### config.mk
export PLATFORM = sky130hd
export DESIGN_NAME = alignment_to_cigar_encoder_top
export DESIGN_NICKNAME = d
export VERILOG_FILES = /design/src/rtl/a2c_pkg.sv /design/src/rtl/a2c_front.sv /design/src/rtl/a2c_queue.sv /design/src/rtl/a2c_back.sv /design/src/rtl/alignment_to_cigar_encoder_top.sv
export SDC_FILE = /design/constraint.sdc
export NUM_CORES = 1
export LEC_CHECK = 0
export BUFFER_PORTS_ARGS = -buffer_cell sky130_fd_sc_hd__buf_2
export CORE_UTILIZATION = 43
export CTS_BUF_LIST = sky130_fd_sc_hd__clkbuf_8
export DETAILED_ROUTE_END_ITERATION = 6
export GPL_TIMING_DRIVEN = 0
export PLACE_DENSITY = 0.62
export SKIP_CTS_REPAIR_TIMING = 1
export SLEW_MARGIN = 20
export SYNTH_ARGS = -nofsm -noshare
export SYNTH_HDL_FRONTEND = slang
export SYNTH_SLANG_ARGS = --single-unit
export TNS_END_PERCENT = 20
### constraint.sdc
create_clock -name clock -period 5.8 [get_ports clock]
set_clock_uncertainty 0.05 [all_clocks]
set_input_delay 1.74 -clock clock [delete_from_list [all_inputs] [get_ports clock]]
set_output_delay 1.74 -clock clock [all_outputs]
set_load 0.01 [all_outputs]
### src/rtl/a2c_pkg.sv
`timescale 1ns / 1ps
`default_nettype none

package a2c_pkg;

   // counter width of an open run and width of the run_length field
   localparam int LENGTH_BITS     = 20;
   localparam int RUN_LENGTH_BITS = 20;

   localparam logic [LENGTH_BITS-1:0] LENGTH_MAX = {LENGTH_BITS{1'b1}};
   localparam logic [LENGTH_BITS-1:0] LENGTH_ONE = LENGTH_BITS'(1);

   // column class codes
   localparam logic [1:0] CLASS_GAP     = 2'd1;
   localparam logic [1:0] CLASS_MISSING = 2'd2;

   // run queue between front and back
   localparam int QUEUE_DEPTH      = 4;
   localparam int QUEUE_PTR_BITS   = $clog2(QUEUE_DEPTH);
   localparam int QUEUE_COUNT_BITS = $clog2(QUEUE_DEPTH + 1);

   typedef enum logic [2:0] {
      OP_MATCH         = 3'd0,
      OP_REF_GAP       = 3'd1,
      OP_QUERY_GAP     = 3'd2,
      OP_REF_SKIPPED   = 3'd3,
      OP_QUERY_SKIPPED = 3'd4,
      OP_BOTH_GAP      = 3'd5
   } run_op_type;

   typedef struct packed {
      run_op_type                 op;
      logic [RUN_LENGTH_BITS-1:0] length;
      logic                       final_run;
      logic                       overflow;
   } run_rec_type;

   // up to two finished runs per column, packed from rec0 upward
   typedef struct packed {
      logic [1:0]  count;
      run_rec_type rec0;
      run_rec_type rec1;
   } push_type;

endpackage

`default_nettype wire

### src/rtl/a2c_front.sv
`timescale 1ns / 1ps
`default_nettype none

module a2c_front (
   input  wire logic                clock,
   input  wire logic                reset,
   input  wire logic                req_valid,
   output logic                     req_ready,
   input  wire logic [1:0]          req_ref_class,
   input  wire logic [1:0]          req_query_class,
   input  wire logic                req_last_column,
   input  wire logic                space_ok,
   output a2c_pkg::push_type        push
);

   a2c_pkg::run_op_type               cur_ff, cur_in;
   logic [a2c_pkg::LENGTH_BITS-1:0]   len_ff, len_in;
   logic                              any_ff, any_in;
   logic                              ovf_ff, ovf_in;

   logic                 accept;
   a2c_pkg::run_op_type  op;
   logic                 active;
   logic                 same;
   logic                 emit_a;
   a2c_pkg::run_rec_type rec_a;
   a2c_pkg::run_rec_type rec_f;

   function automatic a2c_pkg::run_op_type classify(input logic [1:0] r, input logic [1:0] q);
      if (r == a2c_pkg::CLASS_GAP)
         return (q == a2c_pkg::CLASS_GAP) ? a2c_pkg::OP_BOTH_GAP : a2c_pkg::OP_REF_GAP;
      if (r == a2c_pkg::CLASS_MISSING)
         return a2c_pkg::OP_QUERY_SKIPPED;
      if (q == a2c_pkg::CLASS_GAP)
         return a2c_pkg::OP_QUERY_GAP;
      if (q == a2c_pkg::CLASS_MISSING)
         return a2c_pkg::OP_REF_SKIPPED;
      return a2c_pkg::OP_MATCH;
   endfunction

   function automatic logic [a2c_pkg::RUN_LENGTH_BITS-1:0] len_field(
      input logic [a2c_pkg::LENGTH_BITS-1:0] l);
      logic [31:0] w;
      w = 32'(l);
      return w[a2c_pkg::RUN_LENGTH_BITS-1:0];
   endfunction

   assign req_ready = space_ok;
   assign accept    = req_valid & space_ok;

   always_comb begin
      op     = classify(req_ref_class, req_query_class);
      active = (len_ff != '0);
      same   = active && (op == cur_ff);

      cur_in = cur_ff;
      len_in = len_ff;
      any_in = any_ff;
      ovf_in = ovf_ff;
      emit_a = 1'b0;
      push   = '0;

      // a leading query-gap run reads as ref skipped
      rec_a.op        = (cur_ff == a2c_pkg::OP_QUERY_GAP && !any_ff) ?
                        a2c_pkg::OP_REF_SKIPPED : cur_ff;
      rec_a.length    = len_field(len_ff);
      rec_a.final_run = 1'b0;
      rec_a.overflow  = ovf_ff;

      if (accept) begin
         if (same) begin
            if (len_ff == a2c_pkg::LENGTH_MAX) begin
               ovf_in = 1'b1;
            end else begin
               len_in = len_ff + a2c_pkg::LENGTH_ONE;
            end
         end else begin
            cur_in = op;
            len_in = a2c_pkg::LENGTH_ONE;
            ovf_in = 1'b0;
            if (active) begin
               emit_a = 1'b1;
               any_in = 1'b1;
            end
         end
      end

      // final run is built from the updated state; a trailing query gap reads as ref skipped
      rec_f.op        = (cur_in == a2c_pkg::OP_QUERY_GAP) ? a2c_pkg::OP_REF_SKIPPED : cur_in;
      rec_f.length    = len_field(len_in);
      rec_f.final_run = 1'b1;
      rec_f.overflow  = ovf_in;

      if (emit_a) begin
         push.rec0  = rec_a;
         push.count = 2'd1;
      end

      if (accept && req_last_column) begin
         if (emit_a) begin
            push.rec1  = rec_f;
            push.count = 2'd2;
         end else begin
            push.rec0  = rec_f;
            push.count = 2'd1;
         end
         cur_in = a2c_pkg::OP_QUERY_SKIPPED;
         len_in = '0;
         any_in = 1'b0;
         ovf_in = 1'b0;
      end
   end

   always_ff @(posedge clock) begin
      if (reset) begin
         cur_ff <= a2c_pkg::OP_QUERY_SKIPPED;
         len_ff <= '0;
         any_ff <= 1'b0;
         ovf_ff <= 1'b0;
      end else begin
         cur_ff <= cur_in;
         len_ff <= len_in;
         any_ff <= any_in;
         ovf_ff <= ovf_in;
      end
   end

endmodule

`default_nettype wire

### src/rtl/a2c_queue.sv
`timescale 1ns / 1ps
`default_nettype none

module a2c_queue (
   input  wire logic                  clock,
   input  wire logic                  reset,
   input  wire a2c_pkg::push_type     push,
   input  wire logic                  pop,
   output logic                       space_ok,
   output logic                       not_empty,
   output a2c_pkg::run_rec_type       head
);

   a2c_pkg::run_rec_type mem [a2c_pkg::QUEUE_DEPTH];

   logic [a2c_pkg::QUEUE_PTR_BITS-1:0]   wr_ff, wr_in;
   logic [a2c_pkg::QUEUE_PTR_BITS-1:0]   rd_ff, rd_in;
   logic [a2c_pkg::QUEUE_COUNT_BITS-1:0] count_ff, count_in;
   logic [a2c_pkg::QUEUE_PTR_BITS-1:0]   wr_next;

   // room for a full two-run push, independent of this cycle's pop
   assign space_ok  = (count_ff <= a2c_pkg::QUEUE_COUNT_BITS'(a2c_pkg::QUEUE_DEPTH - 2));
   assign not_empty = (count_ff != '0);
   assign head      = mem[rd_ff];
   assign wr_next   = wr_ff + a2c_pkg::QUEUE_PTR_BITS'(1);

   always_comb begin
      wr_in    = wr_ff + a2c_pkg::QUEUE_PTR_BITS'(push.count);
      rd_in    = pop ? rd_ff + a2c_pkg::QUEUE_PTR_BITS'(1) : rd_ff;
      count_in = count_ff + a2c_pkg::QUEUE_COUNT_BITS'(push.count)
                 - a2c_pkg::QUEUE_COUNT_BITS'(pop);
   end

   always_ff @(posedge clock) begin
      if (push.count != 2'd0) begin
         mem[wr_ff] <= push.rec0;
      end
      if (push.count == 2'd2) begin
         mem[wr_next] <= push.rec1;
      end
   end

   always_ff @(posedge clock) begin
      if (reset) begin
         wr_ff    <= '0;
         rd_ff    <= '0;
         count_ff <= '0;
      end else begin
         wr_ff    <= wr_in;
         rd_ff    <= rd_in;
         count_ff <= count_in;
      end
   end

endmodule

`default_nettype wire

### src/rtl/a2c_back.sv
`timescale 1ns / 1ps
`default_nettype none

module a2c_back (
   input  wire logic                        clock,
   input  wire logic                        reset,
   input  wire logic                        not_empty,
   input  wire a2c_pkg::run_rec_type        head,
   output logic                             pop,
   output logic                             rsp_valid,
   input  wire logic                        rsp_ready,
   output logic [2:0]                       rsp_run_op,
   output logic [a2c_pkg::RUN_LENGTH_BITS-1:0] rsp_run_length,
   output logic                             rsp_final_run,
   output logic                             rsp_length_overflow
);

   logic                 valid_ff, valid_in;
   a2c_pkg::run_rec_type rec_ff, rec_in;

   always_comb begin
      pop      = not_empty & (~valid_ff | rsp_ready);
      valid_in = valid_ff;
      rec_in   = rec_ff;
      if (pop) begin
         valid_in = 1'b1;
         rec_in   = head;
      end else if (rsp_ready) begin
         valid_in = 1'b0;
      end
   end

   always_ff @(posedge clock) begin
      if (reset) begin
         valid_ff <= 1'b0;
      end else begin
         valid_ff <= valid_in;
      end
   end

   always_ff @(posedge clock) begin
      rec_ff <= rec_in;
   end

   assign rsp_valid           = valid_ff;
   assign rsp_run_op          = rec_ff.op;
   assign rsp_run_length      = rec_ff.length;
   assign rsp_final_run       = rec_ff.final_run;
   assign rsp_length_overflow = rec_ff.overflow;

endmodule

`default_nettype wire

### src/rtl/alignment_to_cigar_encoder_top.sv
`timescale 1ns / 1ps
`default_nettype none

// channel  | direction | handshake            | payload
// req      | in        | req_valid/req_ready  | ref_class, query_class, last_column
// rsp      | out       | rsp_valid/rsp_ready  | run_op, run_length, final_run, length_overflow
//
// A column is taken each cycle req_ready is high; the front's run tracker updates in that cycle.
// Finished runs (zero to two per column) pass a 4-entry queue to a registered output,
// so runs reach rsp via the queue and output register, one per cycle while rsp_ready is high.
// req_ready drops while the queue has fewer than two free entries.
// Synchronous reset clears the run state, the queue pointers and rsp_valid.

module alignment_to_cigar_encoder_top (
   input  wire logic                        clock,
   input  wire logic                        reset,
   input  wire logic                        req_valid,
   output logic                             req_ready,
   input  wire logic [1:0]                  req_ref_class,
   input  wire logic [1:0]                  req_query_class,
   input  wire logic                        req_last_column,
   output logic                             rsp_valid,
   input  wire logic                        rsp_ready,
   output logic [2:0]                       rsp_run_op,
   output logic [a2c_pkg::RUN_LENGTH_BITS-1:0] rsp_run_length,
   output logic                             rsp_final_run,
   output logic                             rsp_length_overflow
);

   a2c_pkg::push_type    push;
   a2c_pkg::run_rec_type head;
   logic                 space_ok;
   logic                 not_empty;
   logic                 pop;

   a2c_front u_front (
      .clock           (clock),
      .reset           (reset),
      .req_valid       (req_valid),
      .req_ready       (req_ready),
      .req_ref_class   (req_ref_class),
      .req_query_class (req_query_class),
      .req_last_column (req_last_column),
      .space_ok        (space_ok),
      .push            (push)
   );

   a2c_queue u_queue (
      .clock     (clock),
      .reset     (reset),
      .push      (push),
      .pop       (pop),
      .space_ok  (space_ok),
      .not_empty (not_empty),
      .head      (head)
   );

   a2c_back u_back (
      .clock               (clock),
      .reset               (reset),
      .not_empty           (not_empty),
      .head                (head),
      .pop                 (pop),
      .rsp_valid           (rsp_valid),
      .rsp_ready           (rsp_ready),
      .rsp_run_op          (rsp_run_op),
      .rsp_run_length      (rsp_run_length),
      .rsp_final_run       (rsp_final_run),
      .rsp_length_overflow (rsp_length_overflow)
   );

endmodule

`default_nettype wire

Word level (Yosys, flattened, before mapping)
Memory sizes are Yosys's and may differ from the RTL's. A register that Yosys moved wholly into a read port is not among the register bits. Index checks and enable logic that the tools add are counted.

Add/subtract/negate cells: 6. $mul: 0. Divide/modulo/power cells: 0. Order comparisons: 1. Equality and inequality tests: 9. Shift operators: 0. Muxes and demuxes: 43. Bitwise logic cells: 5. Reduce and logical (&&, ||, !) cells: 10.

Operators by type and width (number): two-way mux 20 bit (3); two-way mux 52 bit (1); two-way mux 25 bit (2); two-way mux 3 bit (13); two-way mux 26 bit (1); two-way mux 1 bit (22); adder 20 x 1 -> 20 bit, second input constant (1); == test 20 bit, second input constant (1); nonzero test 20 bit (1); == test 2 bit, second input constant (3); == test 3 x 2 -> 1 bit, second input constant (2); adder 2 x 1 -> 2 bit, second input constant (2); == test 2 x 1 -> 1 bit, second input constant (2); nonzero test 2 bit (2); adder 3 x 2 -> 3 bit (1); == test 3 bit (1); less-or-equal comparator 3 x 2 -> 1 bit, second input constant (1); logical AND 1 bit (3); AND reduction 3 bit (1); nonzero test 3 bit (1); subtractor 3 x 1 -> 3 bit (1); adder 2 bit (1); AND 1 bit (2); two-way mux 2 bit (1); other kinds (4) (5).

Register bits: 33. Bits in latches: 0. Memory bits (writable): 100. Bits in read-only memories: 0. Output and inout port bits: 27. Logic and storage cells: 83. Memories: 1.

Memory list: u_queue.mem (words 4, bits a word 25, read ports 1, clocked after memory_dff 1, wr ports 2, line a2c_queue.sv:14) `a2c_pkg::run_rec_type mem [a2c_pkg::QUEUE_DEPTH];`.

Depth between registers and ports, before layout
Gate-level depths: netlist of run 1.

Word-level depth: 23. Gate-level depth with buffers: 14.

Cells and area by module
Synthesis of run 1 repeated with hierarchy kept, for this count alone.

Cell total of the unflattened synthesis: 639. Area total of the unflattened synthesis: 8361.8 um^2.

Modules (own cells, without submodules): a2c_queue (times used 1, cells an instance 291, area each 5341.4 um^2, sequential area each 3183.1 um^2); a2c_front (times used 1, cells an instance 318, area each 2214.6 um^2, sequential area each 500.5 um^2); a2c_back (times used 1, cells an instance 30, area each 805.8 um^2, sequential area each 770.7 um^2).

Worst setup path after synthesis of run 1
No wires, ideal clock.

Path kind: input port to flip-flop. Start point: in req_query_class[0]. End point: mem u_queue.mem[1][0] (netlist bit), enable pin. Arrival time: 5663 ps. Required time: 5304 ps. Slack: -359 ps. Stages: 10. Path through: inv_1 ha_1 nor2b_1 maj3_2 o211ai_4 a21oi_2 nor3_2 inv_1 ha_1 a211oi_1.

RTL lines: start: declaration (line alignment_to_cigar_encoder_top.sv:20) `input wire logic [1:0] req_query_class,`; end: declaration (line a2c_queue.sv:14).

==> metrics.yaml, run 1 <==
status: "complete, no violations"
ioPinCount: 36
avgSynthCellArea_um2: 11.74
vias_per_cell: 6.009
finalNonFillerCells: 978
die-area_um2: 19000
place_hpwl_mm: 15.29
rows: 49
drt_first_pass_iters: 5
drive_gt1_share_pct: 20.03
holdPathStages: 2
synth.distinct_cells: 79
clock-sinks: 158
path_class: "in2reg"
dp_cells: 946
synth_fp_nets: 698
postPlaceCellArea_um2: 8564
final_common_cell: "edfxtp_1"
ant_nets: 0
vias: 5877
path_clk_slew_ns: 0.09
cp.arrival_ns: 5.28
register_area_um2: 4414
fillers: 1631
total_power_mw: 3.422
ys.flop_type: "edfxtp_1"
die_x_um: 137.8
synth_edf_count: 125
min_from: "u_front.ovf_ff"
portBuffers: 33
tightest_slew_ns: 0.8172
cap_violations: 0
mostFrequentLayoutCells: "125 x edfxtp_1, 82 x nor2_1, 50 x nand2_1"
synthCells: 676
final_core_util_pct: 49.78
cp.required_ns: 5.90
hp-class: "reg2reg"
power_leakage_nw: 3.004
routabilityCongestion: 0.9369
cts_tree: "yes"
grt_pass1_vias: 5588
period_needed_ns: 5.177
cp_max_fo: 13
synthesis.area_um2: 7935
gr-total-overflow: 0
totalWireLength_mm: 21.16
yosys_register_bits: 158
setup_viol: 0
ir_worst_vdd_mv: 0.3497
start_util_pct: 44.02
yosysWarnings: 0
h-tree-depth: 4
fmax_mhz: 193.1
cp-end-kind: "flip-flop"
core_um2: 18020
drt-initial-drc-count: 581
antenna_found_initial: 0
diodes: 0
crit-reg2reg-launch: "u_front.cur_ff[2]"
crit_path_start_kind: "primary input"
cts_root_buf: "clkbuf_8"
wl_per_cell_um: 21.63
clkLatencyLatePin_ns: 0.46
finalSetupTns_ns: 0
clockBufferDepth: 2
slew_viol_final: 0
hold_violations: 0
maxSlewHeadroom_pct: 45.52
p_per_area_nw_per_um2: 381.4
fin_area_um2: 8972
fin_crit_sh_pct: 89.27
whs_ns: 0.4297
final_nets: 758
r2r-end: "u_queue.mem[2][11]"
rsz0062_at_grt: "false"
grt.total_usage_pct: 23.44
drc: 0
die_y_um: 137.8
preCtsSetupSlack_ns: 0.1393
grt_max_degree: 25
holdPathEnd: "u_front.ovf_ff"
ys_seq_area_share_pct: 55.63
fin_ws_ns: 0.6226
cts_buffers: 17
synthArstFlopShare_pct: 0
r2r_slack_ns: 2.10
area_delta_synth_final_pct: 13.07
grt_pass1_wl_mm: 32.24
multi_input_area_um2: 3336
r2r_cells: 9
worst max path at each step:
stage | cells after the start | from | slack (ns) | to
after global placement | 11 | req_query_class[0] | -2.29 | u_queue.mem[1][11]
final | 12 | req_query_class[0] | 0.62 | u_queue.mem[2][11]
after floorplan | 10 | req_query_class[0] | -0.36 | u_queue.mem[1][0]
after global routing | 12 | req_query_class[0] | 0.43 | u_queue.mem[2][17]
after detailed placement | 12 | req_query_class[0] | 0.14 | u_queue.mem[2][11]
after CTS | 12 | req_query_class[0] | 0.63 | u_queue.mem[2][17]
synthesized netlist by cell type, drive strengths merged (3+ instances only):
cell     count  area, µm²
and2         8      50.05
o22ai        9      56.30
ha          12      150.1
nand4        5      37.53
nor4         6      37.54
inv         21      78.82
o211a        3      30.03
a32oi        4      35.03
buf         19      95.10
clkbuf      20      75.07
o21ai       24      131.4
o31ai        7      52.55
mux2         6      67.56
a21oi       35      182.7
nand2b       5      31.28
o221ai       6      52.55
a2111oi      3      32.53
nand3b       5      37.54
a211oi      11      105.1
nor2b        9      56.30
o2111ai      3      26.28
o21ba        4      40.04
dfxtp       33      660.6
nor3        27      151.4
mux4        25      563.0
nor2        83      314.1
and3         5      31.28
o211ai       7      66.31
a31oi       12      75.07
nand3       22      110.1
xnor2       13      113.9
edfxtp     125       3754
a41oi        3      26.28
or3          6      42.54
o21a         5      37.54
nand2       51      193.9
o32ai        3      26.28
xor2         3      26.28
critical path, stage by stage:
cell	delay (ns)
buf_2	0.09
inv_1	0.04
ha_1	0.34
nor2b_1	0.16
maj3_2	0.39
o211ai_4	0.43
a21oi_2	0.14
nor3_2	0.43
inv_1	0.13
ha_1	0.37
o31ai_4	0.71
buf_6	0.29
flip-flops by register name, summed over array words and instances, names as in the netlist:
signal                      count
u_back.rsp_final_run            1
u_front.cur_ff                  3
u_queue.wr_ff                   2
u_back.rsp_valid                1
u_queue.rd_ff                   2
u_front.ovf_ff                  1
u_front.len_ff                 20
u_queue.count_ff                3
u_queue.mem                   100
u_front.any_ff                  1
u_back.rsp_length_overflow      1
u_back.rsp_run_length          20
u_back.rsp_run_op               3
routing by layer:
metal  vias up  share of wire (%)  global-route usage (%)  routed length (µm)
met5         -                  0                       0                   0
met2       237                 48                   37.25               10100
met4         0                1.7                   8.998                 368
met1      2883                 44                   31.36                9356
met3        37                6.3                   4.820                1332
li1       2720                  -                       -                   -
report_power, final:
group | total [mW] | internal (mW) | switching (mW)
combinational | 1.02 | 0.401 | 0.617
clock | 0.852 | 0.406 | 0.447
sequential | 1.55 | 1.49 | 0.0585
total | 3.42 | 2.30 | 1.12
kinds of logic after synthesis:
group | share of synthesized area [%]
and+or+nand+nor | 15.04
DFF | 55.63
AOI/OAI and AO/OA | 14.07
buffers and inverters | 3.138
muxes | 8.073
xor gates and xnor gates | 1.766
adders and majority gates | 2.286
layout make-up:
cell class,instances,area share [%]
repair buffers,41,3.110
multi-input cells,458,37.18
clock buffers,18,2.761
flip-flops and latches,158,49.20
inverters,21,0.8785
plain buffers,39,1.897
clock inverters,14,1.785
well taps,229,3.193
Note: power is estimated with default switching activity, not from simulation.
==> inputs of run 2 (changes only) <==
- CTS_CLUSTER_SIZE: unset -> 8
- PLACE_DENSITY: 0.62 -> 0.6
- REMOVE_ABC_BUFFERS: unset -> 1
- clock period: 5.8 -> 6.5 ns (I/O delays scaled with it)
==> run 2 against run 1 <==
Hold slack better by 0.0081 ns. Worst setup slack worse by 0.052 ns. Non-clock buffer count decreased by 35. Die area is the same. Flip-flop and latch count unchanged. Power shrank 9.3%. Highest routed layer unchanged. Sequential share of layout area increased by 0.32 points. First-iteration DRC count up 27%. Sequential power decreased by 7%. Utilization is 0.29 points lower. Clock power is 2% lower.
==> metrics.yaml, run 2 (synthesis gave the netlist of run 1 again) <==
status: "complete, no violations"
die_y_um: 137.8  # unchanged
grt_pass1_wl_mm: 30.76  # -4.6%
hold_violations: 0  # unchanged
drive_gt1_share_pct: 20.03  # about the same
maxSlewHeadroom_pct: 31.95  # -14 points
final_nets: 723  # -4.6%
fin_crit_sh_pct: 91.22
die_x_um: 137.8  # unchanged
vias: 5786  # -1.5%
path_clk_slew_ns: 0.10  # about the same
final_core_util_pct: 49.49  # -0.29 points
clock-sinks: 158  # unchanged
start_util_pct: 44.02  # unchanged
crit_path_start_kind: "primary input"
diodes: 0  # unchanged
path_class: "in2reg"
totalWireLength_mm: 19.82  # -6.3%
ant_nets: 0  # unchanged
ir_worst_vdd_mv: 0.2085  # -40%
rows: 49  # unchanged
cp_max_fo: 13  # unchanged
cp-end-kind: "flip-flop"
cts_root_buf: "clkbuf_8"
grt_pass1_vias: 5459  # -2.3%
area_delta_synth_final_pct: 12.41
period_needed_ns: 5.930
holdPathStages: 1  # -1
antenna_found_initial: 0  # unchanged
setup_viol: 0  # unchanged
clkLatencyLatePin_ns: 0.46  # about the same
cts_buffers: 17  # unchanged
mostFrequentLayoutCells: "125 x edfxtp_1, 80 x nor2_1, 50 x nand2_1"
fmax_mhz: 168.6
cp.arrival_ns: 6.06  # +0.78 ns
r2r-end: "u_queue.mem[3][22]"
drt_first_pass_iters: 5  # unchanged
dp_cells: 911  # -3.7%
power_leakage_nw: 2.933  # -2.4%
tightest_slew_ns: 1.020  # +0.2029 ns
vias_per_cell: 6.136  # +2.1%
drc: 0  # unchanged
cts_tree: "yes"
r2r_cells: 9  # unchanged
largest-register: "u_queue.mem"
cap_violations: 0  # unchanged
min_from: "u_front.any_ff"
rsz0062_at_grt: "false"
grt_max_degree: 27  # +8.0%
die-area_um2: 19000  # unchanged
finalNonFillerCells: 943  # -3.6%
cp.required_ns: 6.63  # +0.73 ns
hp-class: "reg2reg"
p_per_area_nw_per_um2: 347.8  # -8.8%
largest_reg_flops: 100  # unchanged
portBuffers: 35  # +6.1%
core_um2: 18020  # unchanged
r2r_slack_ns: 2.26  # +0.16 ns
h-tree-depth: 4  # unchanged
ioPinCount: 36  # unchanged
routabilityCongestion: 0.9321  # -0.51%
drt-initial-drc-count: 736  # +27%
holdPathEnd: "u_front.any_ff"
slew_viol_final: 0  # unchanged
gr-total-overflow: 0  # unchanged
wl_per_cell_um: 21.02  # -2.9%
place_hpwl_mm: 13.88  # -9.2%
clockBufferDepth: 2  # unchanged
grt.total_usage_pct: 22.12  # -1.3 points
crit-reg2reg-launch: "u_front.cur_ff[0]"
final_common_cell: "edfxtp_1"
## run 2: cell count changes in the layout (fill, tap and decap cells not counted), sizes merged
cell	before	now
buf	60	45
bufinv	2	4
clkinvlp	0	2
clkinv	5	2
clkbuf	38	17
## run 2: worst max-delay path by stage
| stage | slack, ns | to | depth (start not counted) | startpoint |
|---|---|---|---|---|
| after global placement | -2.25 | u_queue.mem[0][15] | 11 | req_query_class[0] |
| final | 0.57 | u_queue.mem[3][22] | 13 | req_query_class[0] |
| after CTS | 0.66 | u_queue.mem[3][22] | 13 | req_query_class[0] |
| after detailed placement | 0.15 | u_queue.mem[3][22] | 13 | req_query_class[0] |
| after global routing | 0.35 | u_queue.mem[3][22] | 13 | req_query_class[0] |
| after floorplan | 0.04 | u_queue.mem[1][0] | 10 | req_query_class[0] |
## run 2: per-stage QoR
stage               setup WS, ns  power (mW)  area (µm²)  setup TNS (ns)  hold WS (ns)
floorplan                0.04249       1.947        7765               0        0.3870
global placement          -2.252       2.209        8227         -220.41        0.3993
detailed placement        0.1503       2.302        8462               0        0.4037
CTS                       0.6561       3.132        8920               0        0.4275
global route              0.3489       3.264        8920               0        0.4743
finish                    0.5705       3.103        8920               0        0.4377
## run 2: metal layers
layer / share of wire [%] / global-route usage, % / vias up / wire, µm
met5: 0 / 0 / - / 0
met4: 1.4 / 7.246 / 0 / 272
met3: 7.8 / 3.974 / 32 / 1553
met2: 47 / 33.94 / 284 / 9229
met1: 44 / 31.54 / 2825 / 8763
li1: - / - / 2645 / -
## run 2: cell type report
| class | instances | area, µm² |
|---|---|---|
| Fill cell | 1620 | 9105 |
| Timing Repair Buffer | 45 | 335.3 |
| Sequential cell | 158 | 4417 |
| Inverter | 21 | 78.83 |
| Clock buffer | 17 | 234.0 |
| Multi-Input combinational cell | 458 | 3344 |
| Clock inverter | 15 | 224.0 |
| Tap cell | 229 | 286.5 |
## run 2: critical path, stage by stage
cell	delay (ns)
buf_2	0.09
inv_1	0.04
ha_1	0.35
nor2b_1	0.16
maj3_2	0.39
o211ai_4	0.39
a21oi_2	0.30
nor3_2	0.65
ha_1	0.34
nor2b_1	0.24
and2_0	0.83
xnor2_1	0.20
o22ai_1	0.12
## run 2: where the power goes
part | internal, mW | total [mW] | switching, mW
sequential | 1.33 | 1.44 | 0.106
clock | 0.433 | 0.838 | 0.405
combinational | 0.353 | 0.826 | 0.472
